<file path="src/rtl/lfu_pkg.sv">
// Shared constants and types for the LFU cache with LRU tie-break.
// No dependencies; used by lfu_cache_lru_tiebreak.
package lfu_pkg;

    // Default number of slots
    localparam int ENTRIES_DEF = 16;

    // Field widths
    localparam int KEY_W = 32;
    localparam int VAL_W = 32;
    localparam int CNT_W = 16;
    localparam int CAP_W = 5;

    // Saturation point of the use count
    localparam logic [CNT_W-1:0] CNT_MAX = '1;

    // Capacity register after reset
    localparam logic [CAP_W-1:0] CAP_RESET = 5'd16;

    // Read data on a get miss and on a put
    localparam logic [VAL_W-1:0] READ_MISS = '1;
    localparam logic [VAL_W-1:0] READ_NONE = '0;

    // Command codes
    typedef enum logic {
        CMD_GET = 1'b0,
        CMD_PUT = 1'b1
    } t_cmd;

    // Kind of rank update pass
    typedef enum logic {
        UPD_TOUCH  = 1'b0,
        UPD_INSERT = 1'b1
    } t_upd;

endpackage

</file>
<file path="src/rtl/lfu_cache_lru_tiebreak.sv">
// LFU cache, LRU among equal counts; depends on lfu_pkg and lfu_ram. A get miss or a put
// with capacity zero runs the scan only; commands that change ranks also run the rank
// pass, and both passes walk one slot per cycle. One command at a time: the next is taken
// only after the last one has finished, later while a result waits.
// Reset (synchronous, active low) clears the valid bits and sets capacity to 16.
module lfu_cache_lru_tiebreak #(
    parameter int ENTRIES = lfu_pkg::ENTRIES_DEF
) (
    input  logic                            i_clk,
    input  logic                            i_rst_n,
    // configuration
    input  logic                            i_cfg_we,
    input  logic [lfu_pkg::CAP_W-1:0]       i_cfg_data,
    // command channel
    input  logic                            i_in_valid,
    output logic                            o_in_ready,
    input  logic                            i_command,
    input  logic signed [lfu_pkg::KEY_W-1:0] i_lookup_key,
    input  logic signed [lfu_pkg::VAL_W-1:0] i_write_value,
    // result channel
    output logic                            o_out_valid,
    input  logic                            i_out_ready,
    output logic                            o_hit,
    output logic signed [lfu_pkg::VAL_W-1:0] o_read_value,
    output logic                            o_evicted
);

    localparam int IW = (ENTRIES > 1) ? $clog2(ENTRIES) : 1;
    localparam int CW = $clog2(ENTRIES + 1);
    localparam int RW = IW;
    localparam int KW = lfu_pkg::KEY_W;
    localparam int VW = lfu_pkg::VAL_W;
    localparam int NW = lfu_pkg::CNT_W;

    typedef enum logic [4:0] {
        ST_IDLE   = 5'b00001,
        ST_SCAN   = 5'b00010,
        ST_DECIDE = 5'b00100,
        ST_UPDATE = 5'b01000,
        ST_FINISH = 5'b10000
    } t_state;

    t_state r_state, n_state;

    // command held for the whole sequence
    lfu_pkg::t_cmd   r_cmd;
    logic [KW-1:0]   r_key;
    logic [VW-1:0]   r_val;
    logic [lfu_pkg::CAP_W-1:0] r_cap;
    logic [ENTRIES-1:0] r_valid;

    // slot walker: issue counter and data-phase index
    logic [CW-1:0]   r_iss;
    logic            r_pv;
    logic [IW-1:0]   r_pidx;

    // scan results
    logic            r_found;
    logic [IW-1:0]   r_fidx;
    logic [RW-1:0]   r_frank;
    logic [NW-1:0]   r_fcnt;
    logic [CW-1:0]   r_used;
    logic            r_vic_ok;
    logic [IW-1:0]   r_vidx;
    logic [NW-1:0]   r_vcnt;
    logic [RW-1:0]   r_vrank;
    logic            r_free_ok;
    logic [IW-1:0]   r_fridx;

    // update pass control
    lfu_pkg::t_upd   r_upd;
    logic [IW-1:0]   r_tgt;
    logic [RW-1:0]   r_tgt_rank;
    logic            r_evict;

    // output register
    logic            r_out_valid;
    logic            r_hit;
    logic [VW-1:0]   r_rdata;
    logic            r_ev_out;

    // RAM ports
    logic [KW-1:0]   key_q;
    logic [VW-1:0]   val_q;
    logic [NW-1:0]   cnt_q;
    logic [RW-1:0]   rank_q;
    logic            key_we, val_we, cnt_we, rank_we;
    logic [IW-1:0]   wr_idx;
    logic [VW-1:0]   val_wd;
    logic [NW-1:0]   cnt_wd;
    logic [RW-1:0]   rank_wd;
    logic [IW-1:0]   rd_idx;

    // decision terms
    logic [CW-1:0]   cap_eff;
    logic            put_miss;
    logic            dec_evict;
    logic [IW-1:0]   ins_idx;
    logic            issue_more;
    logic            last_data;
    logic            out_free;

    assign rd_idx     = r_iss[IW-1:0];
    assign issue_more = (r_iss < CW'(ENTRIES));
    assign last_data  = r_pv && (r_pidx == IW'(ENTRIES - 1));
    assign out_free   = !r_out_valid || i_out_ready;
    assign o_in_ready = (r_state == ST_IDLE);

    // effective capacity, saturated at the slot count
    assign cap_eff = (32'(r_cap) > 32'(ENTRIES)) ? CW'(ENTRIES) : CW'(r_cap);

    // put of a new key with inserts enabled
    assign put_miss  = (r_cmd == lfu_pkg::CMD_PUT) && !r_found && (cap_eff != '0);
    assign dec_evict = put_miss && (r_used >= cap_eff) && r_vic_ok;
    assign ins_idx   = (dec_evict && (!r_free_ok || (r_vidx < r_fridx))) ? r_vidx : r_fridx;

    // slot RAM write ports: key/value/count in decide, rank in the update pass
    always_comb begin
        key_we  = 1'b0;
        val_we  = 1'b0;
        cnt_we  = 1'b0;
        wr_idx  = r_fidx;
        val_wd  = r_val;
        cnt_wd  = (r_fcnt == lfu_pkg::CNT_MAX) ? r_fcnt : r_fcnt + NW'(1);
        if (r_state == ST_DECIDE) begin
            priority if (r_found) begin
                // hit: bump count, put sets value; zero-capacity put writes nothing
                cnt_we = 1'b1;
                val_we = (r_cmd == lfu_pkg::CMD_PUT) && (cap_eff != '0);
                cnt_we = (r_cmd == lfu_pkg::CMD_GET) || (cap_eff != '0);
            end else if (put_miss) begin
                key_we = 1'b1;
                val_we = 1'b1;
                cnt_we = 1'b1;
                wr_idx = ins_idx;
                cnt_wd = NW'(1);
            end else begin
                cnt_we = 1'b0;
            end
        end
    end

    // new rank for the slot in the data phase of the update pass
    always_comb begin
        rank_we = (r_state == ST_UPDATE) && r_pv && r_valid[r_pidx];
        priority if (r_pidx == r_tgt) begin
            rank_wd = '0;
        end else if (r_upd == lfu_pkg::UPD_TOUCH) begin
            rank_wd = (rank_q < r_tgt_rank) ? rank_q + RW'(1) : rank_q;
        end else begin
            rank_wd = (r_evict && (rank_q > r_vrank)) ? rank_q : rank_q + RW'(1);
        end
    end

    // sequencer
    always_comb begin
        n_state = r_state;
        unique case (r_state)
            ST_IDLE:   if (i_in_valid) n_state = ST_SCAN;
            ST_SCAN:   if (last_data) n_state = ST_DECIDE;
            ST_DECIDE: begin
                if (r_found) begin
                    n_state = ((r_cmd == lfu_pkg::CMD_GET) || (cap_eff != '0))
                              ? ST_UPDATE : ST_FINISH;
                end else begin
                    n_state = put_miss ? ST_UPDATE : ST_FINISH;
                end
            end
            ST_UPDATE: if (last_data) n_state = ST_FINISH;
            ST_FINISH: if (out_free) n_state = ST_IDLE;
            default:   n_state = ST_IDLE;
        endcase
    end

    // control state
    always_ff @(posedge i_clk) begin
        if (!i_rst_n) begin
            r_state     <= ST_IDLE;
            r_valid     <= '0;
            r_cap       <= lfu_pkg::CAP_RESET;
            r_out_valid <= 1'b0;
            r_pv        <= 1'b0;
        end else begin
            r_state <= n_state;
            if (i_cfg_we) begin
                r_cap <= i_cfg_data;
            end
            // walker pipeline during both passes
            if ((r_state == ST_SCAN) || (r_state == ST_UPDATE)) begin
                r_pv <= issue_more;
            end else begin
                r_pv <= 1'b0;
            end
            // valid bits change only when a new key goes in
            if ((r_state == ST_DECIDE) && put_miss) begin
                if (dec_evict) begin
                    r_valid[r_vidx] <= 1'b0;
                end
                r_valid[ins_idx] <= 1'b1;
            end
            // result register handshake
            if ((r_state == ST_FINISH) && out_free) begin
                r_out_valid <= 1'b1;
            end else if (i_out_ready) begin
                r_out_valid <= 1'b0;
            end
        end
    end

    // datapath registers
    always_ff @(posedge i_clk) begin
        unique case (r_state)
            ST_IDLE: begin
                r_cmd     <= lfu_pkg::t_cmd'(i_command);
                r_key     <= i_lookup_key;
                r_val     <= i_write_value;
                r_iss     <= '0;
                r_found   <= 1'b0;
                r_used    <= '0;
                r_vic_ok  <= 1'b0;
                r_free_ok <= 1'b0;
                r_evict   <= 1'b0;
            end
            ST_SCAN: begin
                if (issue_more) begin
                    r_iss <= r_iss + CW'(1);
                end
                r_pidx <= rd_idx;
                // one slot per cycle: match, occupancy, victim, first free slot
                if (r_pv) begin
                    if (r_valid[r_pidx]) begin
                        r_used <= r_used + CW'(1);
                        if (!r_found && (key_q == r_key)) begin
                            r_found <= 1'b1;
                            r_fidx  <= r_pidx;
                            r_frank <= rank_q;
                            r_fcnt  <= cnt_q;
                        end
                        if (!r_vic_ok || (cnt_q < r_vcnt) ||
                            ((cnt_q == r_vcnt) && (rank_q > r_vrank))) begin
                            r_vic_ok <= 1'b1;
                            r_vidx   <= r_pidx;
                            r_vcnt   <= cnt_q;
                            r_vrank  <= rank_q;
                        end
                    end else if (!r_free_ok) begin
                        r_free_ok <= 1'b1;
                        r_fridx   <= r_pidx;
                    end
                end
            end
            ST_DECIDE: begin
                r_iss   <= '0;
                r_evict <= dec_evict;
                if (r_found) begin
                    r_upd      <= lfu_pkg::UPD_TOUCH;
                    r_tgt      <= r_fidx;
                    r_tgt_rank <= r_frank;
                end else begin
                    r_upd      <= lfu_pkg::UPD_INSERT;
                    r_tgt      <= ins_idx;
                    r_tgt_rank <= '0;
                end
            end
            ST_UPDATE: begin
                if (issue_more) begin
                    r_iss <= r_iss + CW'(1);
                end
                r_pidx <= rd_idx;
            end
            ST_FINISH: begin
                if (out_free) begin
                    r_hit    <= r_found;
                    r_ev_out <= r_evict;
                    if (r_cmd == lfu_pkg::CMD_GET) begin
                        r_rdata <= r_found ? val_q : lfu_pkg::READ_MISS;
                    end else begin
                        r_rdata <= lfu_pkg::READ_NONE;
                    end
                end
            end
            default: begin
                r_iss <= '0;
            end
        endcase
    end

    assign o_out_valid  = r_out_valid;
    assign o_hit        = r_hit;
    assign o_read_value = r_rdata;
    assign o_evicted    = r_ev_out;

    // slot storage
    lfu_ram #(.WIDTH(KW), .DEPTH(ENTRIES), .AW(IW)) u_key_ram (
        .i_clk  (i_clk),
        .i_we   (key_we),
        .i_waddr(wr_idx),
        .i_wdata(r_key),
        .i_raddr(rd_idx),
        .o_rdata(key_q)
    );

    // value is read at the matched slot only
    lfu_ram #(.WIDTH(VW), .DEPTH(ENTRIES), .AW(IW)) u_val_ram (
        .i_clk  (i_clk),
        .i_we   (val_we),
        .i_waddr(wr_idx),
        .i_wdata(val_wd),
        .i_raddr(r_fidx),
        .o_rdata(val_q)
    );

    lfu_ram #(.WIDTH(NW), .DEPTH(ENTRIES), .AW(IW)) u_cnt_ram (
        .i_clk  (i_clk),
        .i_we   (cnt_we),
        .i_waddr(wr_idx),
        .i_wdata(cnt_wd),
        .i_raddr(rd_idx),
        .o_rdata(cnt_q)
    );

    lfu_ram #(.WIDTH(RW), .DEPTH(ENTRIES), .AW(IW)) u_rank_ram (
        .i_clk  (i_clk),
        .i_we   (rank_we),
        .i_waddr(r_pidx),
        .i_wdata(rank_wd),
        .i_raddr(rd_idx),
        .o_rdata(rank_q)
    );

    // checks
    a_found_valid: assert property (@(posedge i_clk) disable iff (!i_rst_n)
        (r_state == ST_DECIDE) && r_found |-> r_valid[r_fidx])
        else $error("matched slot is not valid");

    a_used_bound: assert property (@(posedge i_clk) disable iff (!i_rst_n)
        (r_state == ST_DECIDE) |-> (32'(r_used) <= 32'(ENTRIES)))
        else $error("occupancy count exceeds slot count");

    a_insert_valid: assert property (@(posedge i_clk) disable iff (!i_rst_n)
        (r_state == ST_DECIDE) && put_miss |=> r_valid[r_tgt])
        else $error("inserted slot not marked valid");

    a_evict_miss: assert property (@(posedge i_clk) disable iff (!i_rst_n)
        o_out_valid && o_evicted |-> !o_hit)
        else $error("eviction reported on a hit");

endmodule

</file>
<file path="src/rtl/lfu_ram.sv">
// Generic single-write, single-read RAM with registered read data.
// No dependencies; instanced by lfu_cache_lru_tiebreak for slot storage.
module lfu_ram #(
    parameter int WIDTH = 32,
    parameter int DEPTH = 16,
    parameter int AW    = (DEPTH > 1) ? $clog2(DEPTH) : 1
) (
    input  logic             i_clk,
    input  logic             i_we,
    input  logic [AW-1:0]    i_waddr,
    input  logic [WIDTH-1:0] i_wdata,
    input  logic [AW-1:0]    i_raddr,
    output logic [WIDTH-1:0] o_rdata
);

    logic [WIDTH-1:0] r_mem [DEPTH];
    logic [WIDTH-1:0] r_rdata;

    // write port
    always_ff @(posedge i_clk) begin
        if (i_we) begin
            r_mem[i_waddr] <= i_wdata;
        end
    end

    // registered read port
    always_ff @(posedge i_clk) begin
        r_rdata <= r_mem[i_raddr];
    end

    assign o_rdata = r_rdata;

endmodule

</file>
<file path="config.mk">
export PLATFORM = sky130hd
export DESIGN_NAME = lfu_cache_lru_tiebreak
export DESIGN_NICKNAME = d
export VERILOG_FILES = /design/src/rtl/lfu_pkg.sv /design/src/rtl/lfu_cache_lru_tiebreak.sv /design/src/rtl/lfu_ram.sv
export SDC_FILE = /design/constraint.sdc
export NUM_CORES = 2
export LEC_CHECK = 0
export ABC_CLOCK_PERIOD_IN_PS = 11100
export BUFFER_PORTS_ARGS = -buffer_cell sky130_fd_sc_hd__buf_2
export CORE_MARGIN = 2
export CORE_UTILIZATION = 45
export DETAILED_ROUTE_END_ITERATION = 8
export PLACE_DENSITY = 0.58
export SLEW_MARGIN = 20
export SYNTH_ARGS = -nofsm -noshare
export SYNTH_HDL_FRONTEND = slang
export SYNTH_SLANG_ARGS = --single-unit
</file>
<file path="constraint.sdc">
create_clock -name i_clk -period 11.1 [get_ports i_clk]
set_input_delay 1.11 -clock i_clk [delete_from_list [all_inputs] [get_ports i_clk]]
set_output_delay 1.11 -clock i_clk [all_outputs]
set_load 0.02 [all_outputs]
</file>
=== Word level (Yosys, flattened, before mapping) ===
Memories as Yosys holds them, arrays and structs flattened. A register that Yosys moved wholly into a read port is not among the register bits.
Index checks and enable logic that the tools add are counted.

* Memory bits (writable): 1344
* Word-level logic and storage cells: 184
* Memories: 4
* Bits in read-only memories: 0
* Bits of input ports: 75
* Register bits after elaboration: 206
* Bits in latches: 0
* Output and inout port bits: 36

* Shift-type cells: 0
* Reduce and logical (&&, ||, !) cells: 42
* Mux-type cells: 67
* Divide/modulo/power cells: 0
* Magnitude comparators: 12
* Multipliers: 0
* Equal/unequal tests: 20
* Add/sub/neg operators: 4
* Bitwise gates (word level): 7

{| class="wikitable"
|+ Memories
! memory !! depth !! bits a word !! read ports !! clocked after Yosys merged registers in !! write ports !! RTL line !! source
|-
| u_key_ram.r_mem || 16 || 32 || 1 || 1 || 1 || lfu_ram.sv:16 || <nowiki>logic [WIDTH-1:0] r_mem [DEPTH];</nowiki>
|-
| u_val_ram.r_mem || 16 || 32 || 1 || 1 || 1 || lfu_ram.sv:16 ||
|-
| u_cnt_ram.r_mem || 16 || 16 || 1 || 1 || 1 || lfu_ram.sv:16 ||
|-
| u_rank_ram.r_mem || 16 || 4 || 1 || 1 || 1 || lfu_ram.sv:16 ||
|}

{| class="wikitable"
|+ Operator list
! kind !! count
|-
| $mux 16 || 7
|-
| $mux 5 || 11
|-
| $mux 4 || 9
|-
| $eq 32x32->1 || 1
|-
| $mux 32 || 1
|-
| $mux 1 || 29
|-
| $pmux 5 s5 || 1
|-
| $reduce_and 4->1 || 6
|-
| $pmux 5 s2 || 2
|-
| $add 16x1->16 const B || 1
|-
| $and 16x16->16 || 1
|-
| $eq 16x16->1 || 1
|-
| $eq 16x16->1 const B || 1
|-
| $logic_and 1x1->1 || 16
|-
| $lt 16x16->1 || 1
|-
| $not 16->16 || 1
|-
| $or 16x16->16 || 1
|-
| $lt 4x5->1 const B || 3
|-
| $ne 2x2->1 const B || 6
|-
| $add 5x1->5 const B || 2
|-
| $demux 1 s4 || 2
|-
| $ge 4x1->1 const B || 2
|-
| $lt 4x4->1 || 2
|-
| $ne 2x1->1 const B || 4
|-
| 22 further kinds || 41
|}

=== Logic depth before layout (Yosys ltp) ===
* Word-level depth: 13
* Depth in mapped cells: 11
* Depth with buffers taken out: 10

=== Hierarchy ===
A second synthesis with hierarchy kept.

* Cell total of the unflattened synthesis: 2953
* Area total of the unflattened synthesis: 61712.9 µm²

{| class="wikitable"
|+ By module, submodules not included
! module !! instances !! cells each !! area an instance (µm²)
|-
| lfu_ram at u_key_ram ... || 2 || 838 || 19835.3
|-
| lfu_ram at u_cnt_ram || 1 || 432 || 10042.1
|-
| lfu_cache_lru_tiebreak || 1 || 715 || 9334.0
|-
| lfu_ram at u_rank_ram || 1 || 130 || 2666.3
|}

=== Worst setup path after synthesis ===
No wires, ideal clock.

* Path kind: reg-to-reg
* Start: register r_fridx[1]
* End: memory u_val_ram.r_mem[12][0] (enable)
* Cell stages (with the launch flop): 9
* Required time: 10.679 ns
* Setup time: 0.421 ns
* Setup slack: 6.963 ns
* Arrival time: 3.716 ns
* Period minus slack after synthesis: 4.137 ns
* Cell sequence: edfxtp_1 inv_1 ha_1 a2111o_1 a311o_2 or4_4 o31ai_4 a22oi_2 nor2_1

* Word-level cells in the longest chain between the ends: 7

{| class="wikitable"
|+ RTL lines
! what !! RTL line !! source
|-
| start, declared || lfu_cache_lru_tiebreak.sv:68 || <nowiki>logic [IW-1:0] r_fridx;</nowiki>
|-
| start signal, assigned || lfu_cache_lru_tiebreak.sv:248 || <nowiki>r_fridx <= r_pidx;</nowiki>
|-
| $lt 4x4->1 || lfu_cache_lru_tiebreak.sv:115 || <nowiki>assign ins_idx = (dec_evict && (!r_free_ok || (r_vidx < r_fridx))) ? r_vidx : r_fridx;</nowiki>
|-
| $logic_or 1x1->1 || lfu_cache_lru_tiebreak.sv:115 ||
|-
| $logic_and 1x1->1 || lfu_cache_lru_tiebreak.sv:115 ||
|-
| $mux 4 (*) || lfu_cache_lru_tiebreak.sv:115 ||
|-
| $mux 4 (*) || lfu_cache_lru_tiebreak.sv:131 || <nowiki>end else if (put_miss) begin</nowiki>
|-
| $mux 4 (*) || lfu_cache_lru_tiebreak.sv:126 || <nowiki>priority if (r_found) begin</nowiki>
|-
| $mux 4 (*) || lfu_cache_lru_tiebreak.sv:125 || <nowiki>if (r_state == ST_DECIDE) begin</nowiki>
|-
| end, declared || lfu_ram.sv:16 ||
|}

Every way passes the cells marked *; elsewhere a longest branch is shown, timed or not.

=== Final worst setup path ===
* Start: register r_vidx[1]
* End: memory u_cnt_ram.r_mem[15][3] (netlist name) (enable)

* Word-level cells in the longest chain between the ends: 7

{| class="wikitable"
|+ RTL lines
! what !! RTL line !! source
|-
| start, declared || lfu_cache_lru_tiebreak.sv:64 || <nowiki>logic [IW-1:0] r_vidx;</nowiki>
|-
| start signal, assigned || lfu_cache_lru_tiebreak.sv:242 || <nowiki>r_vidx <= r_pidx;</nowiki>
|-
| $lt 4x4->1 || lfu_cache_lru_tiebreak.sv:115 ||
|-
| $logic_or 1x1->1 || lfu_cache_lru_tiebreak.sv:115 ||
|-
| $logic_and 1x1->1 || lfu_cache_lru_tiebreak.sv:115 ||
|-
| $mux 4 (*) || lfu_cache_lru_tiebreak.sv:115 ||
|-
| $mux 4 (*) || lfu_cache_lru_tiebreak.sv:131 ||
|-
| $mux 4 (*) || lfu_cache_lru_tiebreak.sv:126 ||
|-
| $mux 4 (*) || lfu_cache_lru_tiebreak.sv:125 ||
|-
| end, declared || lfu_ram.sv:16 ||
|}

Marks and branches as above.

==> impl_results.md <==
- Syn Inst Count: 2,785
- Initial Utilization: 45.4%
- Total GRT Usage: 19.2%
- Post-CTS Hold Buffers: 0
- LEAKAGE: 22.3 nW
- Maximum vdd drop: 0.140 mV
- Io pins: 111
- Vias in the first global route: 29,300
- Dpl cell area: 64,700 sq um
- CP Launch Point: r_vidx[1]
- Reg2reg end: u_cnt_ram.r_mem[15][3]
- Drt pass-1 iters: 7
- #FFs+latches synth: 1,634
- Synth Flop Type: edfxtp_1
- Largest net degree at the start of global routing: 137
- Final Non-Filler Cells: 4,919
- Worst-path clk slew: 0.06 ns
- Core area: 136,000 sq um
- Setup TNS: 0 ns
- Residual DRC: 0
- Hold Path Depth: 0
- Netlist cell types: 59
- Crit end category: flip-flop
- HPWL after detailed placement: 71,300 um
- Post-CTS setup buffer count: 0
- Reg-to-reg startpoint: r_vidx[1]
- R2R depth: 8
- Total number of vias: 28,100
- Rel. slew slack: 22.2%
- Clk buf depth: 3
- Peak Freq: 243 MHz
- Total of max-cap violations: 0
- Drt via density: 5.72
- Design Power: 13.1 mW
- Final count of negative-setup-slack endpoints: 0
- Mean post-synth cell area: 22.1 sq um
- Slew @ Worst Pin: 1.16 ns
- I/O Buffers: 110
- Area Growth Syn to Fin: 14.5%
- Final slew viol count: 0
- Final Util: 52.0%
- Clk_skew: 0.0392 ns
- Hold endpoint: r_vcnt[6]
- ANT cells: 0
- Routed wire length: 133,000 um
- Placed instance count: 4,609
- Register area share after synthesis: 77.8%
- First-pass GRT wire length: 197,000 um
- Fraction of registers with async set/reset: 0%
- Root Driver: clkbuf_16
- Final instance area: 70,600 sq um
- Met1 Wirelength: 57,400 um
- EDFF count, synth: 1,522
- CTS sink cnt: 1,634
- Clock latency on the worst-skew pair: 0.80 ns
- PD cells: 185 nW/um^2
- Die H: 374 um
- RePlAce Congestion: 0.808
- Status: complete, no violations
- Initial DRC count: 2,758
- Wire per inst: 27.1 um
- Layout cells sized above 1: 29.8%
- Final global-route overflow total: 0
- Period Utilization, post-route: 37.1%
- CP max FO: 16
- Worst path slowest cell: nor2_2
- Hold_sp: u_cnt_ram.o_rdata[6]
- Rows: 135
- RSZ-0062 raised after global routing: no
- Wire length on met3: 6890 um
- H-Tree Depth: 4
- DIE AREA: 140,000 sq um
- Yosys warnings: 0
- Critical Path Start Type: flip-flop
- Post-route ant nets: 0
- Setup CP Type: reg -> reg
- Worst hold path type: reg -> reg
- Reg-to-reg setup timing slack: 6.98 ns
- CTS tree: yes
- Post-CTS sizing: 0
- Die width: 374 um
- Slowest stage delay, CP: 0.87 ns
- Initial antenna violation count: 3
- Syn Std Cell Area: 61,600 sq um
- Worst EP arrival: 4.50 ns
- Final Hold Fails: 0
- CP Cell Sequence: ha_1 -> a2111o_1 -> a311oi_2 -> nand2_2 -> mux2i_2 -> a21oi_2 -> buf_4 -> nor2_2
- Syn nets: 2,895
- Final Critical Period: 4.12 ns
- Met2 Wirelength: 66,400 um
- Num CTS Buffers: 166
- Top Layer Used: met5
- Nets: 3,108
- Worst path required time: 11.48 ns
## sequential cells by signal, summed over array words and instances, names as in the netlist, 5 cells and up
register and flops:
o_read_value 32, u_cnt_ram.r_mem 256, r_vcnt 16, u_val_ram.o_rdata 32, r_key 32, u_val_ram.r_mem 512, u_rank_ram.r_mem 64, r_fcnt 16
u_key_ram.r_mem 512, r_valid 16, u_key_ram.o_rdata 32, r_iss 5, r_state 5, r_val 32, u_cnt_ram.o_rdata 16, r_used 5
r_cap 5
## worst max-delay path: cells and delay by family (launching register included)
kind	cells	cell delay, ns
flip-flops	1	0.57
AO/OA/AOI/OAI	3	1.06
AND/OR/NAND/NOR	2	1.09
adder cells (fa/ha/maj)	1	0.37
multiplexers	1	0.33
buffers and inverters	1	0.25
## power breakdown
group | switching (mW) | internal [mW]
clock network | 2.33 | 3.48
logic | 0.153 | 0.0957
registers | 0.156 | 6.88
## layout by cell type (no fill, tap or decap), drive strengths merged, types with 9 or more instances in the layout
| master | n |
|---|---|
| clkinv | 70 |
| o21ai | 36 |
| mux4 | 425 |
| nand2b | 9 |
| ha | 35 |
| buf | 175 |
| xor2 | 18 |
| dfxtp | 112 |
| inv | 77 |
| o211ai | 17 |
| clkbuf | 203 |
| mux2i | 10 |
| nor2 | 97 |
| bufinv | 25 |
| nand3 | 31 |
| nor2b | 20 |
| nand2 | 48 |
| nor3 | 14 |
| xnor2 | 38 |
| nand4 | 19 |
| and3 | 10 |
| a21oi | 51 |
| edfxtp | 1522 |
## metrics by stage
stage	setup WS, ns	hold WS [ns]
3_5_place_dp	6.83	0.457
4_1_cts	6.82	0.412
6_report	6.98	0.459
2_1_floorplan	6.96	0.424
3_3_place_gp	6.95	0.451
5_1_grt	6.72	0.445
## layout make-up
type	instances	area, sq um
Fill cell	10400	65000
Sequential cell	1634	47900
Inverter	74	280
Multi-Input combinational cell	947	13200
Clock buffer	203	4500
Clock inverter	105	1290
Timing Repair Buffer	175	1100
Tap cell	1781	2230
## logic make-up after synthesis
group / synth area share, %
flops: 77.8
simple gates: 2.15
fa+ha+maj: 0.711
mux: 15.7
buf+inv: 1.28
compound gates: 1.53
xor+xnor: 0.796
## cell usage after synthesis (31+ instances only)
library cell | number | area [sq um]
dfxtp_1 | 112 | 2240
clkbuf_1 | 82 | 308
mux4_2 | 425 | 9570
buf_1 | 40 | 150
nor2_1 | 96 | 360
ha_1 | 35 | 438
inv_1 | 73 | 274
edfxtp_1 | 1522 | 45700
nand2_1 | 46 | 173
xnor2_1 | 38 | 333
a21oi_1 | 50 | 250
nand3_1 | 31 | 155
## how the worst max path moves through the flow
stage | cells past startpoint | end | slack (ns)
floorplan | 8 | u_val_ram.r_mem[12][0] | 6.96
global placement | 4 | u_key_ram.o_rdata[26] | 6.95
detailed placement | 4 | u_key_ram.o_rdata[25] | 6.83
CTS | 4 | u_key_ram.o_rdata[25] | 6.82
global route | 11 | u_cnt_ram.r_mem[5][10] | 6.72
finish | 8 | u_cnt_ram.r_mem[15][3] | 6.98
## routing by layer
metal	global-route usage [%]	vias up
met4	5.18	6
met3	3.32	180
met5	0	-
li1	-	12000
met1	27.1	15100
met2	31.2	815
Power figures use the tool's default switching activity.
